<file path="src/rtl/core/range_fill_deque_unit_defines.svh">
// ----------------------------------------------------------------------------
// Range fill deque - assertion macros
// Shared assertion shorthands, clocked on clk_i and disabled during reset.
// ----------------------------------------------------------------------------
`ifndef RANGE_FILL_DEQUE_UNIT_DEFINES_SVH
`define RANGE_FILL_DEQUE_UNIT_DEFINES_SVH

// A property that must hold at every clock edge outside reset.
`define RFD_ASSERT_CLK(lbl, prop, msg) \
  lbl: assert property (@(posedge clk_i) disable iff (!rst_ni) prop) else $error(msg);

// Same-cycle implication.
`define RFD_ASSERT_IMPL(lbl, ante, cons, msg) \
  `RFD_ASSERT_CLK(lbl, (ante) |-> (cons), msg)

// Next-cycle implication.
`define RFD_ASSERT_NEXT(lbl, ante, cons, msg) \
  `RFD_ASSERT_CLK(lbl, (ante) |=> (cons), msg)

`endif

</file>
<file path="src/rtl/core/rfd_pkg.sv">
// ----------------------------------------------------------------------------
// Range fill deque - package
// Operation and status codes, stream field layout and shared structs.
// ----------------------------------------------------------------------------
`default_nettype none

package rfd_pkg;

  // Fixed field widths of the stream items.
  localparam int MODE_W    = 3;
  localparam int FIELD_W   = 16;
  localparam int RCOUNT_W  = 7;
  localparam int OCC_W     = 7;
  localparam int STATUS_W  = 2;

  // Input tdata layout, lowest bit first.
  localparam int IN_MODE_LSB   = 0;
  localparam int IN_START_LSB  = IN_MODE_LSB + MODE_W;
  localparam int IN_STEP_LSB   = IN_START_LSB + FIELD_W;
  localparam int IN_END_LSB    = IN_STEP_LSB + FIELD_W;
  localparam int IN_RCOUNT_LSB = IN_END_LSB + FIELD_W;
  localparam int IN_USED_W     = IN_RCOUNT_LSB + RCOUNT_W;
  localparam int IN_TDATA_W    = ((IN_USED_W + 7) / 8) * 8;

  // Output tdata carries value then occupancy; tuser carries empty then status.
  localparam int OUT_USED_W    = FIELD_W + OCC_W;
  localparam int OUT_TDATA_W   = ((OUT_USED_W + 7) / 8) * 8;
  localparam int OUT_PAD_W     = OUT_TDATA_W - OUT_USED_W;
  localparam int OUT_TUSER_W   = 1 + STATUS_W;

  typedef enum logic [MODE_W-1:0] {
    MODE_ADD_FRONT = 3'd0,
    MODE_ADD_BACK  = 3'd1,
    MODE_REM_FRONT = 3'd2,
    MODE_REM_BACK  = 3'd3,
    MODE_DUMP      = 3'd4
  } rfd_mode_e;

  typedef enum logic [STATUS_W-1:0] {
    STATUS_OK           = 2'd0,
    STATUS_REM_IGNORED  = 2'd1,
    STATUS_PUSH_DROPPED = 2'd2
  } rfd_status_e;

  // Control into the range generator.
  typedef struct packed {
    logic               load;
    logic               advance;
    logic [FIELD_W-1:0] start;
    logic [FIELD_W-1:0] step;
    logic [FIELD_W-1:0] stop;
  } rfd_gen_ctrl_t;

  // Status out of the range generator.
  typedef struct packed {
    logic               in_range;
    logic [FIELD_W-1:0] value;
  } rfd_gen_stat_t;

endpackage

`default_nettype wire

</file>
<file path="src/rtl/core/range_fill_deque_unit.sv">
// ----------------------------------------------------------------------------
// Range fill deque unit
// Bounded double-ended queue in a ring buffer, driven by range-add, remove
// and dump operations, with one result transfer per operation or entry.
// ----------------------------------------------------------------------------
//
//  Channel  Dir  Signals                          Carries
//  s_*      in   tvalid tready tdata[63:0]        one operation per transfer
//  m_*      out  tvalid tready tdata tlast tuser  one result per transfer
//
// A range add pushes its values one at a time, as they come from the
// shared adder and compare of the range generator. A dump issues one
// store read per cycle and so delivers one entry per cycle while the
// output is taken. A remove passes through the remove and response
// states; an unused code or a dump of an empty queue goes straight to
// the response state. The slave side is ready only while the sequencer
// is idle; the output register lets the last result of one operation
// wait while the next is accepted. There is no clearing pass after
// reset: only occupied entries are ever read.
// ----------------------------------------------------------------------------
`default_nettype none

module range_fill_deque_unit #(
  parameter int DEPTH       = 64,
  parameter int VALUE_WIDTH = 16
) (
  input  logic                              clk_i,
  input  logic                              rst_ni,
  // [2:0] mode, [18:3] range_start, [34:19] range_step,
  // [50:35] range_end, [57:51] remove_count, [63:58] zero
  input  logic [rfd_pkg::IN_TDATA_W-1:0]    s_tdata_i,
  input  logic                              s_tvalid_i,
  output logic                              s_tready_o,
  // [15:0] value, [22:16] occupancy, [23] zero
  output logic [rfd_pkg::OUT_TDATA_W-1:0]   m_tdata_o,
  // [0] queue_empty, [2:1] status
  output logic [rfd_pkg::OUT_TUSER_W-1:0]   m_tuser_o,
  // last_item
  output logic                              m_tlast_o,
  output logic                              m_tvalid_o,
  input  logic                              m_tready_i
);
  import rfd_pkg::*;

  `include "range_fill_deque_unit_defines.svh"

  localparam int PW = $clog2(DEPTH);
  localparam int CW = $clog2(DEPTH + 1);

  typedef enum logic [2:0] {
    S_IDLE,
    S_FILL,
    S_REMOVE,
    S_DUMP,
    S_RESP
  } state_e;

  // Ring position of the entry at the given distance from the front.
  function automatic logic [PW-1:0] slot_of(input logic [PW-1:0] base,
                                            input logic [CW-1:0] off);
    logic [PW:0] sum;
    sum = (PW+1)'(base) + (PW+1)'(off);
    if (sum >= (PW+1)'(DEPTH)) begin
      sum = sum - (PW+1)'(DEPTH);
    end
    return sum[PW-1:0];
  endfunction

  // Input unpacking.
  rfd_mode_e            in_mode;
  logic [FIELD_W-1:0]   in_start, in_step, in_stop;
  logic [RCOUNT_W-1:0]  in_rcount;

  assign in_mode   = rfd_mode_e'(s_tdata_i[IN_MODE_LSB +: MODE_W]);
  assign in_start  = s_tdata_i[IN_START_LSB +: FIELD_W];
  assign in_step   = s_tdata_i[IN_STEP_LSB +: FIELD_W];
  assign in_stop   = s_tdata_i[IN_END_LSB +: FIELD_W];
  assign in_rcount = s_tdata_i[IN_RCOUNT_LSB +: RCOUNT_W];

  // Sequencer and queue state.
  state_e               state_q,    state_d;
  logic [PW-1:0]        front_q,    front_d;
  logic [CW-1:0]        count_q,    count_d;
  logic                 at_front_q, at_front_d;
  logic [RCOUNT_W-1:0]  rcount_q,   rcount_d;
  rfd_status_e          status_q,   status_d;
  logic                 empty_q,    empty_d;
  logic [CW-1:0]        issue_q,    issue_d;
  logic [CW-1:0]        left_q,     left_d;
  logic                 rd_pend_q,  rd_pend_d;

  // Output register.
  logic                 out_valid_q,  out_valid_d;
  logic [FIELD_W-1:0]   out_value_q,  out_value_d;
  logic                 out_last_q,   out_last_d;
  logic                 out_empty_q,  out_empty_d;
  rfd_status_e          out_status_q, out_status_d;
  logic [OCC_W-1:0]     out_occ_q,    out_occ_d;

  // Store and generator hookup.
  logic                   wr_en;
  logic [PW-1:0]          wr_addr;
  logic                   rd_en;
  logic [PW-1:0]          rd_addr;
  logic [VALUE_WIDTH-1:0] rd_data;
  rfd_gen_ctrl_t          gen_ctrl;
  rfd_gen_stat_t          gen_stat;

  logic s_accept;
  logic can_load;
  logic dump_load;
  logic dump_issue;
  logic [PW-1:0] front_dec;

  assign s_tready_o = (state_q == S_IDLE);
  assign s_accept   = s_tvalid_i && s_tready_o;
  assign can_load   = !out_valid_q || m_tready_i;
  assign front_dec  = (front_q == '0) ? PW'(DEPTH - 1) : front_q - 1'b1;

  // Dump pipeline: one read in flight, moved to the output when it is free.
  assign dump_load  = (state_q == S_DUMP) && rd_pend_q && can_load;
  assign dump_issue = (state_q == S_DUMP) && (issue_q < count_q) &&
                      (!rd_pend_q || dump_load);

  always_comb begin
    state_d      = state_q;
    front_d      = front_q;
    count_d      = count_q;
    at_front_d   = at_front_q;
    rcount_d     = rcount_q;
    status_d     = status_q;
    empty_d      = empty_q;
    issue_d      = issue_q;
    left_d       = left_q;
    rd_pend_d    = rd_pend_q;

    out_valid_d  = out_valid_q && !m_tready_i;
    out_value_d  = out_value_q;
    out_last_d   = out_last_q;
    out_empty_d  = out_empty_q;
    out_status_d = out_status_q;
    out_occ_d    = out_occ_q;

    wr_en            = 1'b0;
    wr_addr          = slot_of(front_q, count_q);
    gen_ctrl.load    = s_accept;
    gen_ctrl.advance = 1'b0;
    gen_ctrl.start   = in_start;
    gen_ctrl.step    = in_step;
    gen_ctrl.stop    = in_stop;
    rd_en            = dump_issue;
    rd_addr          = slot_of(front_q, issue_q);

    unique case (state_q)
      S_IDLE: begin
        if (s_accept) begin
          at_front_d = (in_mode == MODE_ADD_FRONT) || (in_mode == MODE_REM_FRONT);
          rcount_d   = in_rcount;
          status_d   = STATUS_OK;
          empty_d    = 1'b0;
          unique case (in_mode) inside
            MODE_ADD_FRONT, MODE_ADD_BACK: begin
              state_d = S_FILL;
            end
            MODE_REM_FRONT, MODE_REM_BACK: begin
              state_d = S_REMOVE;
            end
            MODE_DUMP: begin
              if (count_q == '0) begin
                empty_d = 1'b1;
                state_d = S_RESP;
              end else begin
                issue_d = '0;
                left_d  = count_q;
                state_d = S_DUMP;
              end
            end
            default: begin
              state_d = S_RESP;
            end
          endcase
        end
      end

      S_FILL: begin
        // One value per cycle until the range is spent or the queue fills.
        if (!gen_stat.in_range) begin
          state_d = S_RESP;
        end else if (count_q == CW'(DEPTH)) begin
          status_d = STATUS_PUSH_DROPPED;
          state_d  = S_RESP;
        end else begin
          wr_en            = 1'b1;
          gen_ctrl.advance = 1'b1;
          count_d          = count_q + 1'b1;
          if (at_front_q) begin
            wr_addr = front_dec;
            front_d = front_dec;
          end
        end
      end

      S_REMOVE: begin
        if ((count_q == '0) || (rcount_q > OCC_W'(count_q))) begin
          status_d = STATUS_REM_IGNORED;
        end else begin
          count_d = count_q - CW'(rcount_q);
          if (at_front_q) begin
            front_d = slot_of(front_q, CW'(rcount_q));
          end
        end
        state_d = S_RESP;
      end

      S_DUMP: begin
        if (dump_issue) begin
          issue_d = issue_q + 1'b1;
        end
        rd_pend_d = dump_issue || (rd_pend_q && !dump_load);
        if (dump_load) begin
          out_valid_d  = 1'b1;
          out_value_d  = FIELD_W'(rd_data);
          out_last_d   = (left_q == CW'(1));
          out_empty_d  = 1'b0;
          out_status_d = STATUS_OK;
          out_occ_d    = OCC_W'(count_q);
          left_d       = left_q - 1'b1;
          if (left_q == CW'(1)) begin
            state_d = S_IDLE;
          end
        end
      end

      S_RESP: begin
        if (can_load) begin
          out_valid_d  = 1'b1;
          out_value_d  = '0;
          out_last_d   = 1'b1;
          out_empty_d  = empty_q;
          out_status_d = status_q;
          out_occ_d    = OCC_W'(count_q);
          state_d      = S_IDLE;
        end
      end

      default: begin
        state_d = S_IDLE;
      end
    endcase
  end

  always_ff @(posedge clk_i or negedge rst_ni) begin
    if (!rst_ni) begin
      state_q     <= S_IDLE;
      front_q     <= '0;
      count_q     <= '0;
      rd_pend_q   <= 1'b0;
      out_valid_q <= 1'b0;
    end else begin
      state_q     <= state_d;
      front_q     <= front_d;
      count_q     <= count_d;
      rd_pend_q   <= rd_pend_d;
      out_valid_q <= out_valid_d;
    end
  end

  always_ff @(posedge clk_i) begin
    at_front_q   <= at_front_d;
    rcount_q     <= rcount_d;
    status_q     <= status_d;
    empty_q      <= empty_d;
    issue_q      <= issue_d;
    left_q       <= left_d;
    out_value_q  <= out_value_d;
    out_last_q   <= out_last_d;
    out_empty_q  <= out_empty_d;
    out_status_q <= out_status_d;
    out_occ_q    <= out_occ_d;
  end

  rfd_store #(
    .DEPTH       (DEPTH),
    .VALUE_WIDTH (VALUE_WIDTH)
  ) u_store (
    .clk_i     (clk_i),
    .wr_en_i   (wr_en),
    .wr_addr_i (wr_addr),
    .wr_data_i (VALUE_WIDTH'(gen_stat.value)),
    .rd_en_i   (rd_en),
    .rd_addr_i (rd_addr),
    .rd_data_o (rd_data)
  );

  rfd_range_gen u_gen (
    .clk_i  (clk_i),
    .ctrl_i (gen_ctrl),
    .stat_o (gen_stat)
  );

  assign m_tvalid_o = out_valid_q;
  assign m_tlast_o  = out_last_q;
  assign m_tdata_o  = {{OUT_PAD_W{1'b0}}, out_occ_q, out_value_q};
  assign m_tuser_o  = {out_status_q, out_empty_q};

  // The entry count never runs past the ring size.
  `RFD_ASSERT_CLK(a_count_bound, count_q <= CW'(DEPTH), "entry count above depth")
  // A store write only happens with room left, and grows the count by one.
  `RFD_ASSERT_IMPL(a_write_room, wr_en, count_q < CW'(DEPTH), "write into a full queue")
  `RFD_ASSERT_NEXT(a_write_count, wr_en, count_q == $past(count_q) + 1'b1, "count not bumped")
  // No dump read may be in flight once the sequencer is idle again.
  `RFD_ASSERT_IMPL(a_idle_no_read, s_tready_o, !rd_pend_q && !rd_en, "read left in flight")
  // Read data waiting for the output is never overwritten.
  `RFD_ASSERT_NEXT(a_read_held, rd_pend_q && !dump_load, rd_pend_q && $stable(rd_data), "read data lost")

endmodule

`default_nettype wire

</file>
<file path="src/rtl/core/rfd_store.sv">
// ----------------------------------------------------------------------------
// Range fill deque - entry store
// Single-port-write, single-port-read memory with a registered read.
// ----------------------------------------------------------------------------
`default_nettype none

module rfd_store #(
  parameter int DEPTH       = 64,
  parameter int VALUE_WIDTH = 16
) (
  input  logic                         clk_i,
  input  logic                         wr_en_i,
  input  logic [$clog2(DEPTH)-1:0]     wr_addr_i,
  input  logic [VALUE_WIDTH-1:0]       wr_data_i,
  input  logic                         rd_en_i,
  input  logic [$clog2(DEPTH)-1:0]     rd_addr_i,
  output logic [VALUE_WIDTH-1:0]       rd_data_o
);

  logic [VALUE_WIDTH-1:0] mem [DEPTH];
  logic [VALUE_WIDTH-1:0] rd_data_q;

  always_ff @(posedge clk_i) begin
    if (wr_en_i) begin
      mem[wr_addr_i] <= wr_data_i;
    end
    if (rd_en_i) begin
      rd_data_q <= mem[rd_addr_i];
    end
  end

  assign rd_data_o = rd_data_q;

endmodule

`default_nettype wire

</file>
<file path="src/rtl/core/rfd_range_gen.sv">
// ----------------------------------------------------------------------------
// Range fill deque - range generator
// Shared adder and compare that steps through start, start+step, ... end.
// ----------------------------------------------------------------------------
`default_nettype none

module rfd_range_gen (
  input  logic                  clk_i,
  input  rfd_pkg::rfd_gen_ctrl_t ctrl_i,
  output rfd_pkg::rfd_gen_stat_t stat_o
);
  import rfd_pkg::*;

  // One guard bit so that a step past the top of the range is still seen.
  logic [FIELD_W:0]   acc_q,  acc_d;
  logic [FIELD_W-1:0] step_q, step_d;
  logic [FIELD_W-1:0] stop_q, stop_d;

  always_comb begin
    acc_d  = acc_q;
    step_d = step_q;
    stop_d = stop_q;
    if (ctrl_i.load) begin
      acc_d  = {1'b0, ctrl_i.start};
      // A zero step behaves as a step of one.
      step_d = (ctrl_i.step == '0) ? FIELD_W'(1) : ctrl_i.step;
      stop_d = ctrl_i.stop;
    end else if (ctrl_i.advance) begin
      acc_d  = acc_q + {1'b0, step_q};
    end
  end

  always_ff @(posedge clk_i) begin
    acc_q  <= acc_d;
    step_q <= step_d;
    stop_q <= stop_d;
  end

  assign stat_o.in_range = (acc_q <= {1'b0, stop_q});
  assign stat_o.value    = acc_q[FIELD_W-1:0];

endmodule

`default_nettype wire

</file>
<file path="config.mk">
export PLATFORM = sky130hd
export DESIGN_NAME = range_fill_deque_unit
export DESIGN_NICKNAME = d
export VERILOG_FILES = /design/src/rtl/core/rfd_pkg.sv /design/src/rtl/core/range_fill_deque_unit.sv /design/src/rtl/core/rfd_store.sv /design/src/rtl/core/rfd_range_gen.sv
export VERILOG_INCLUDE_DIRS = /design/src /design/src/rtl/core
export SDC_FILE = /design/constraint.sdc
export NUM_CORES = 1
export LEC_CHECK = 0
export BUFFER_PORTS_ARGS = -buffer_cell sky130_fd_sc_hd__buf_2
export CELL_PAD_IN_SITES_DETAIL_PLACEMENT = 2
export CELL_PAD_IN_SITES_GLOBAL_PLACEMENT = 2
export CORE_ASPECT_RATIO = 0.9
export CORE_MARGIN = 2
export CORE_UTILIZATION = 45
export DETAILED_ROUTE_END_ITERATION = 10
export PLACE_DENSITY_LB_ADDON = 0.1
export SYNTH_ARGS = -nofsm -noshare
export SYNTH_HDL_FRONTEND = slang
export SYNTH_HIERARCHICAL = 1
export SYNTH_SLANG_ARGS = --single-unit
</file>
<file path="constraint.sdc">
create_clock -name clk_i -period 5.41 [get_ports clk_i]
set_input_delay 1.3525 -clock clk_i [delete_from_list [all_inputs] [get_ports clk_i]]
set_output_delay 1.3525 -clock clk_i [all_outputs]
set_load 0.005 [all_outputs]
</file>
[Word-level counts from Yosys, hierarchy flattened]
Memories as Yosys holds them, arrays and structs flattened. A register that Yosys moved wholly into a read port is not among the register bits.
Index checks and enable logic that the tools add are counted.
Word-level totals
  register bits: 119
  latch bits: 0
  bits in writable memories: 1024
  bits in read-only memories: 0
  output and inout bits: 30
  memories: 1
Memories
  u_store.mem: depth 64, width 16, rd ports 1, clocked after Yosys merged registers in 1, write ports 1, line rfd_store.sv:20  | logic [VALUE_WIDTH-1:0] mem [DEPTH];
Cells by class
  add/subtract/negate cells: 12
  multiply operators: 0
  div/mod/pow operators: 0
  $lt $le $gt $ge: 6
  equal/unequal tests: 25
  shift operators: 0
  muxes and demuxes: 68
  bitwise gates (word level): 0
  reduce and logical (&&, ||, !) cells: 36
Operators by type and width (count)
  two-way mux 7 bit: 13
  two-way mux 6 bit: 13
  two-way mux 16 bit: 4
  case mux 7 bit (2 select lines): 4
  case mux 16 bit (2 select lines): 1
  subtractor 6 x 1 -> 6 bit (second input constant): 4
  inequality test 2 bit (second input constant): 11
  adder 6 x 7 -> 7 bit: 3
  greater-or-equal comparator 7 bit (second input constant): 3
  two-way mux 3 bit: 7
  AND reduction 5 bit: 4
  adder 17 x 16 -> 17 bit: 1
  <= comparator 17 x 16 -> 1 bit: 1
  logical NOT 16 bit: 1
  case mux 3 bit (5 select lines): 1
  adder 7 x 1 -> 7 bit (second input constant): 2
  == test 3 x 2 -> 1 bit (second input constant): 4
  two-way mux 1 bit: 12
  two-way mux 2 bit: 6
  case mux 6 bit (2 select lines): 1
  case mux 3 bit (3 select lines): 1
  nonzero test 2 bit: 4
  == test 7 x 1 -> 1 bit (second input constant): 1
  == test 7 bit (second input constant): 1
  23 further kinds: 44

[Depth between registers and ports, before layout]
Gate-level depths: netlist of the first run.
  depth after elaboration: 7
  depth in mapped cells: 18

[Cells and area by module]
Netlist of the first run, hierarchy kept.
By module, submodules not included
  rfd_store: instances 1, cells each 1829, area an instance 40204.8 um^2, sequential area each 31230.0 um^2
  range_fill_deque_unit: instances 1, cells each 423, area an instance 4403.0 um^2, sequential area each 2011.9 um^2
  rfd_range_gen: instances 1, cells each 282, area an instance 3091.7 um^2, sequential area each 1461.4 um^2

[Worst setup path after synthesis of the first run]
Ideal clock, no wire load.
  kind: reg-to-reg
  from: reg u_gen.acc_q[14]
  to: mem u_store.mem[49][0], enable pin
  library setup time: 0.409 ns
  arrival: 3.880 ns
  required time: 5.001 ns
  slack: 1.121 ns
  stages on the path, launching flop included: 15
  clock period less this slack: 4.289 ns
  cell sequence: edfxtp_1 ha_1 a21o_1 a211oi_1 nor2b_1 o2111ai_1 nand3_1 nor2b_1 nand3_2 nor2_1 buf_2 nor2_1 a31oi_1 nand4_1 nor3_1
RTL lines
  start, declared: line rfd_range_gen.sv:15  | logic [FIELD_W:0] acc_q, acc_d;
  start signal, assigned: line rfd_range_gen.sv:34  | acc_q <= acc_d;
  end, declared: line rfd_store.sv:20

==> results of run 1 <==
[layout by cell type, fill, tap and decap left out, types with 6 or more instances in the layout]
cell	instances
dfrtp_1	18
clkinv_1	28
buf_12	8
mux2_2	29
a221oi_1	16
a211oi_1	14
buf_2	90
o21ai_0	47
clkinv_2	19
a21o_1	14
a21oi_1	63
and4_1	6
ha_1	66
nand4_1	16
inv_1	49
nand3_1	46
nand2b_1	10
xor2_1	16
nand2_1	110
a22oi_1	42
clkbuf_8	8
a31oi_1	14
nor2b_1	53
clkbuf_16	121
nor3_1	12
mux2i_1	90
and3_1	9
a211o_1	9
o21ai_1	8
xnor2_1	20
bufinv_16	16
mux4_2	220
nor2_1	105
buf_4	135
edfxtp_1	1140
a22o_1	6
a221o_1	6
a311oi_1	9
clkbuf_1	23
[metal layers]
| layer | GRT usage (%) | vias to the layer above |
|---|---|---|
| met1 | 35.6 | 13800 |
| met2 | 43.3 | 732 |
| met5 | 0 | - |
| li1 | - | 10600 |
| met3 | 3.41 | 204 |
| met4 | 7.38 | 0 |
[final timing paths]
path,endpoint,depth (start not counted),slack (ps)
max,u_store/mem[63][3]$_DFFE_PP_,15,400
min,out_value_q[9]$_SDFFCE_PP0P_,1,550
max reg2reg,u_store/mem[63][3]$_DFFE_PP_,15,400
min reg2reg,out_value_q[9]$_SDFFCE_PP0P_,1,550
max in group asynchronous,count_q[4]$_DFFE_PN0P_,1,4450
min in group asynchronous,state_q[0]$_DFFE_PN0P_,1,600
[worst max-delay path, delay by kind of cell (launching register included)]
family	cells	cell delay (ps)
simple gates	8	2080
compound gates	4	1150
flops	1	410
fa+ha+maj	1	350
buf+inv	2	640
[logic make-up (layout without fill, tap and decap cells)]
logic type	count (synthesis)	after routing	share of synthesized area (%)
xor gates and xnor gates	39	39	0.716
and+or+nand+nor	415	415	4.38
DFF	1159	1159	72.8
AOI/OAI and AO/OA	295	295	4.34
muxes	345	345	13.2
adders and majority gates	72	72	1.97
other	1	2	0.00786
buffers and inverters	208	513	2.59
[state kept, by name, summed over array words and instances, names as in the netlist, 2 cells and up]
name and cells:
status_q 2, out_occ_q 7, count_q 7, u_gen/step_q 16, u_gen/stop_q 16, front_q 6, out_status_q 2, issue_q 7
out_value_q 16, u_store/rd_data_o 16, left_q 7, u_store/mem 1024, u_gen/acc_q 17, state_q 3, rcount_q 7
[stage by stage]
step	hold WS (ps)	cell area, um2	utilization (%)
5_1_grt	576	54200	51.4
2_1_floorplan	475	47700	-
6_report	545	54200	51.4
3_3_place_gp	543	50100	47.5
4_1_cts	543	54200	51.4
3_5_place_dp	543	50100	47.5
[what timing repair did]
action | CTS | global route
hold buffers | 0 | 0
setup buffers | 0 | 0
hold endpoints to repair | 0 | 0
endpoints found under the setup margin | 0 | 272
resized for setup | 0 | 2
[cell type report]
cell class / instances / share of cell area [%]
diodes: 1 / 0.00462
clock buffers: 152 / 5.95
clock inverters: 76 / 1.60
inverters: 52 / 0.370
multi-input cells: 1167 / 21.8
flip-flops and latches: 1159 / 64.1
well taps: 1380 / 3.19
repair buffers: 233 / 3.00
==> run metrics, run 1 <==
status finished clean; detailed-router iteration count before antenna repair 6; CP Max Fanout 16; largest net degree at the start of global routing 67; All-Layer GR Usage about 26%; GP Congestion 0.814; CP Class reg -> reg; Startpoint Class register; worst skew pair latency 740 ps; initial core utilization a little under half; Slew HR 9.33%; DR DRC count 0; top layer in use met4; Seq/Total Area, Yosys 72.8%; Hold Fails Final Rpt 0; CTS tree built; wire length on met2 roughly 70000 um; Worst EP arrival 5410 ps; die width 347 um; Synth Warn # 6; CTS sink count 1159; Slowest-stage cell, CP a211oi_1; final slew viol count 0; Mapped Area 0.0477 mm2; setup violators final 0; post-DR wirelength/cell approximately 33 um; Cells after Synth ~2.5k; Post-synth EDFFs between 1k and 1.5k; final antenna-violating net count 0; unrepaired setup endpoints after global routing no; H-tree Lvls 3; routed wl met3 about 7000 um; die area 0.109 mm2; clock-pin slew on the worst setup and hold paths 60 ps; Core Area 0.105 mm2; DR iter-0 viols 2300; Distinct cells, synth 91; Req. time, crit path around 5800 ps; FF+latch area 0.0347 mm2; fmax about 200 MHz; clock buffer depth 3; post-detail-place hpwl 84500 um; syn_nets approximately 2.7k; area share of the largest cell type after synthesis 71.8%; Yosys reg bits around 1.2k; synth cell count leaders 1140 x edfxtp_1, 220 x mux4_2, 111 x nand2_1; port bufs 90; drt total wl 139000 um; gr ovfl total 0; CTS Buf Count 121; Die Y 313 um; period utilization 92.7%; cells along the critical path ha_1, a21o_1, a211oi_1, nor2b_1, o2111ai_1, nand3_1, nor2b_1, nand3_2, nor2_2, nand2_1, o21ai_1, buf_4, nand3_1, nor2_1, buf_4; main area contributors after synthesis edfxtp_1 72%, mux4_2 10%, mux2i_1 1.9%; worst slew pin tran 1360 ps; critical path's largest stage delay approximately 460 ps; max-cap viol count 0; Reg2Reg Launch Point u_gen/acc_q[14]$_DFFE_PP_; placement row count 113; Main synth FF type edfxtp_1; share of layout cells above drive strength 1 about 25%; Synth area leader edfxtp_1; initial antenna violation count 6; synthesized area per cell 18.8 um2; worst min-delay path startpoint u_store/rd_data_o[9]$_DFFE_PP_; IO Count 98; Layout Nets 2874; worst slack, placed 116 ps; root buf cell clkbuf_16; Layout area overhead 13.6%; ys async rst share 1.55%; Final Instance Count excl. Fillers roughly 4.2k; fin worst setup slack 396 ps; Multi-input gate area 0.0118 mm2; final setup skew approximately 28 ps; met1 WL 59300 um; filler instances about 9k; HP Class reg -> reg; Cells after DPL 3991; vias in the first global route 27.9k; setup TNS 0 ps; routed vias 25.3k; first-pass GRT wire length about 200000 um; fin crit period 5010 ps; Worst Setup SP u_gen/acc_q[14]$_DFFE_PP_; Via-to-Cell Ratio 6.01; leading cell type by number of instances after synthesis edfxtp_1; CP Capture Type register
Power of run 1 is not shown: default switching activity piles up to over one toggle a cycle in this logic, so the estimate is an artifact.
==> run 2, diff against run 1 <==
==> constraint.sdc (replaced) <==
create_clock -name clk_i -period 5.49 [get_ports clk_i]
set_input_delay 0.549 -clock clk_i [delete_from_list [all_inputs] [get_ports clk_i]]
set_output_delay 0.549 -clock clk_i [all_outputs]
set_load 0.005 [all_outputs]
==> run 2 against run 1 <==
Compared with the run above: clock-buffer cell count shrank 10; final area shrank 0.17%; global-route usage grew 0.063 points; flip-flop and latch count is the same; register-to-register slack lost 180 ps; maximum frequency shrank 4.9%; sequential share of layout area grew 0.11 points; core utilization shrank 0.087 points; critical endpoint is now u_store/mem[57][0]$_DFFE_PP_; highest routed layer is now met5.
==> run metrics, run 2 (synthesis results as in run 1) <==
H-tree Lvls 3; die area 0.109 mm2; top flop regs u_store/mem: 1024 flops, u_gen/acc_q: 17 flops; clock buffer depth 3; post-DR wirelength/cell ~33 um; Worst EP arrival 5660 ps; Worst Setup SP u_gen/acc_q[11]$_DFFE_PP_; Via-to-Cell Ratio 6.03; cells along the critical path ha_1, nand4_1, nor2_1, o21ai_0, o2111ai_1, nand3_1, nor2b_1, nand3_2, nor2_1, buf_4, o21ai_0, nand3_1, nor2_1, buf_4; All-Layer GR Usage 25.8%; Layout Nets 2890; Req. time, crit path 5880 ps; Cells after DPL 3971; fmax around 190 MHz; post-detail-place hpwl 84900 um; largest net degree at the start of global routing 72; initial core utilization between 40% and 50%; worst skew pair latency 740 ps; CTS Buf Count 120; detailed-router iteration count before antenna repair 5; filler instances ~9k; CTS tree built; most frequent cells in the layout 1140 x edfxtp_1, 220 x mux4_2, 120 x clkbuf_16; final slew viol count 0; worst min-delay path startpoint s_tdata_i[34]; gr ovfl total 0; Die Y 313 um; worst slew pin tran 1330 ps; critical path's largest stage delay 1030 ps; CTS sink count 1159; die width 347 um; CP delay by family, top simple AND/OR/NAND/NOR gates; routed vias 25.5k; status finished clean; Buffers & Inverters on Critical Path 2; Core Area 0.105 mm2; setup TNS 0 ps; HP Class in -> reg; FF+latch area 0.0347 mm2; final setup skew 37.6 ps; CP Class reg -> reg; share of layout cells above drive strength 1 24.0%; cell repeated most along the worst path nor2_1; DR DRC count 0; fin crit period 5270 ps; Hold Fails Final Rpt 0; max reg flops 1024; drt total wl about 140000 um; Final Instance Count excl. Fillers 4230; vias in the first global route roughly 28k; Layout area overhead 13.4%; Reg2Reg Launch Point u_gen/acc_q[11]$_DFFE_PP_; IO Count between 90 and 100; Slowest-stage cell, CP o21ai_0; port bufs 90; final antenna-violating net count 0; DR iter-0 viols ~2.2k; initial antenna violation count 7; Startpoint Class register; unrepaired setup endpoints after global routing no; Top reg by flops u_store/mem; commonest non-fill, non-tap cell in the layout edfxtp_1; setup violators final 0; CP Max Fanout 16; first-pass GRT wire length ~200000 um; period utilization 96.1%; placement row count 113; clock-pin slew on the worst setup and hold paths around 60 ps; GP Congestion 0.844; Worst R2R Setup Slack 220 ps; root buf cell clkbuf_16; Slew HR 10.3%; CP Capture Type register; Multi-input gate area roughly 0.012 mm2; max-cap viol count 0
==> run 2: per-stage QoR <==
step | setup WS (ps) | area [um2] | utilization [%] | hold slack (ps)
after floorplan | 1200 | 47700 | - | 253
after global placement | 488 | 49900 | 47.4 | 543
after detailed placement | 273 | 49900 | 47.4 | 540
after CTS | 246 | 54100 | 51.3 | 17.5
after global routing | 23.9 | 54100 | 51.3 | 27.7
final | 216 | 54100 | 51.3 | 48.5
==> run 2: layout make-up <==
type | instances | share of cell area, %
Tap cell | 1380 | 3.19
Clock inverter | 77 | 1.24
Sequential cell | 1159 | 64.2
Clock buffer | 142 | 5.71
Inverter | 52 | 0.370
Multi-Input combinational cell | 1167 | 21.9
Timing Repair Buffer | 250 | 3.43
Antenna cell | 3 | 0.0139
==> run 2: repair_timing <==
item                                    CTS  global route
hold buffers                             37             0
buffers inserted                          0             0
endpoints found under the setup margin    0            59
resized for setup                         0             2
endpoints found under the hold margin    54             0
==> run 2: path summary, 6_finish.rpt <==
| check | endpoint | cells past startpoint |
|---|---|---|
| max | u_store/mem[57][0]$_DFFE_PP_ | 14 |
| min | u_gen/step_q[15]$_SDFFCE_PN0P_ | 1 |
| max reg2reg | u_store/mem[57][0]$_DFFE_PP_ | 14 |
| min reg2reg | out_value_q[5]$_SDFFCE_PP0P_ | 1 |
| max in group asynchronous | count_q[4]$_DFFE_PN0P_ | 2 |
| min in group asynchronous | state_q[2]$_DFFE_PN0P_ | 2 |
==> run 2: per-layer routing <==
layer / global-route usage (%) / vias to the layer above / wire length, um
li1: - / 10700 / -
met1: 36.5 / 13900 / 60100
met2: 43.1 / 776 / 68500
met3: 3.46 / 166 / 7170
met4: 5.97 / 2 / 2800
met5: 0 / - / 13
Power of run 2 is left out for the same reason.
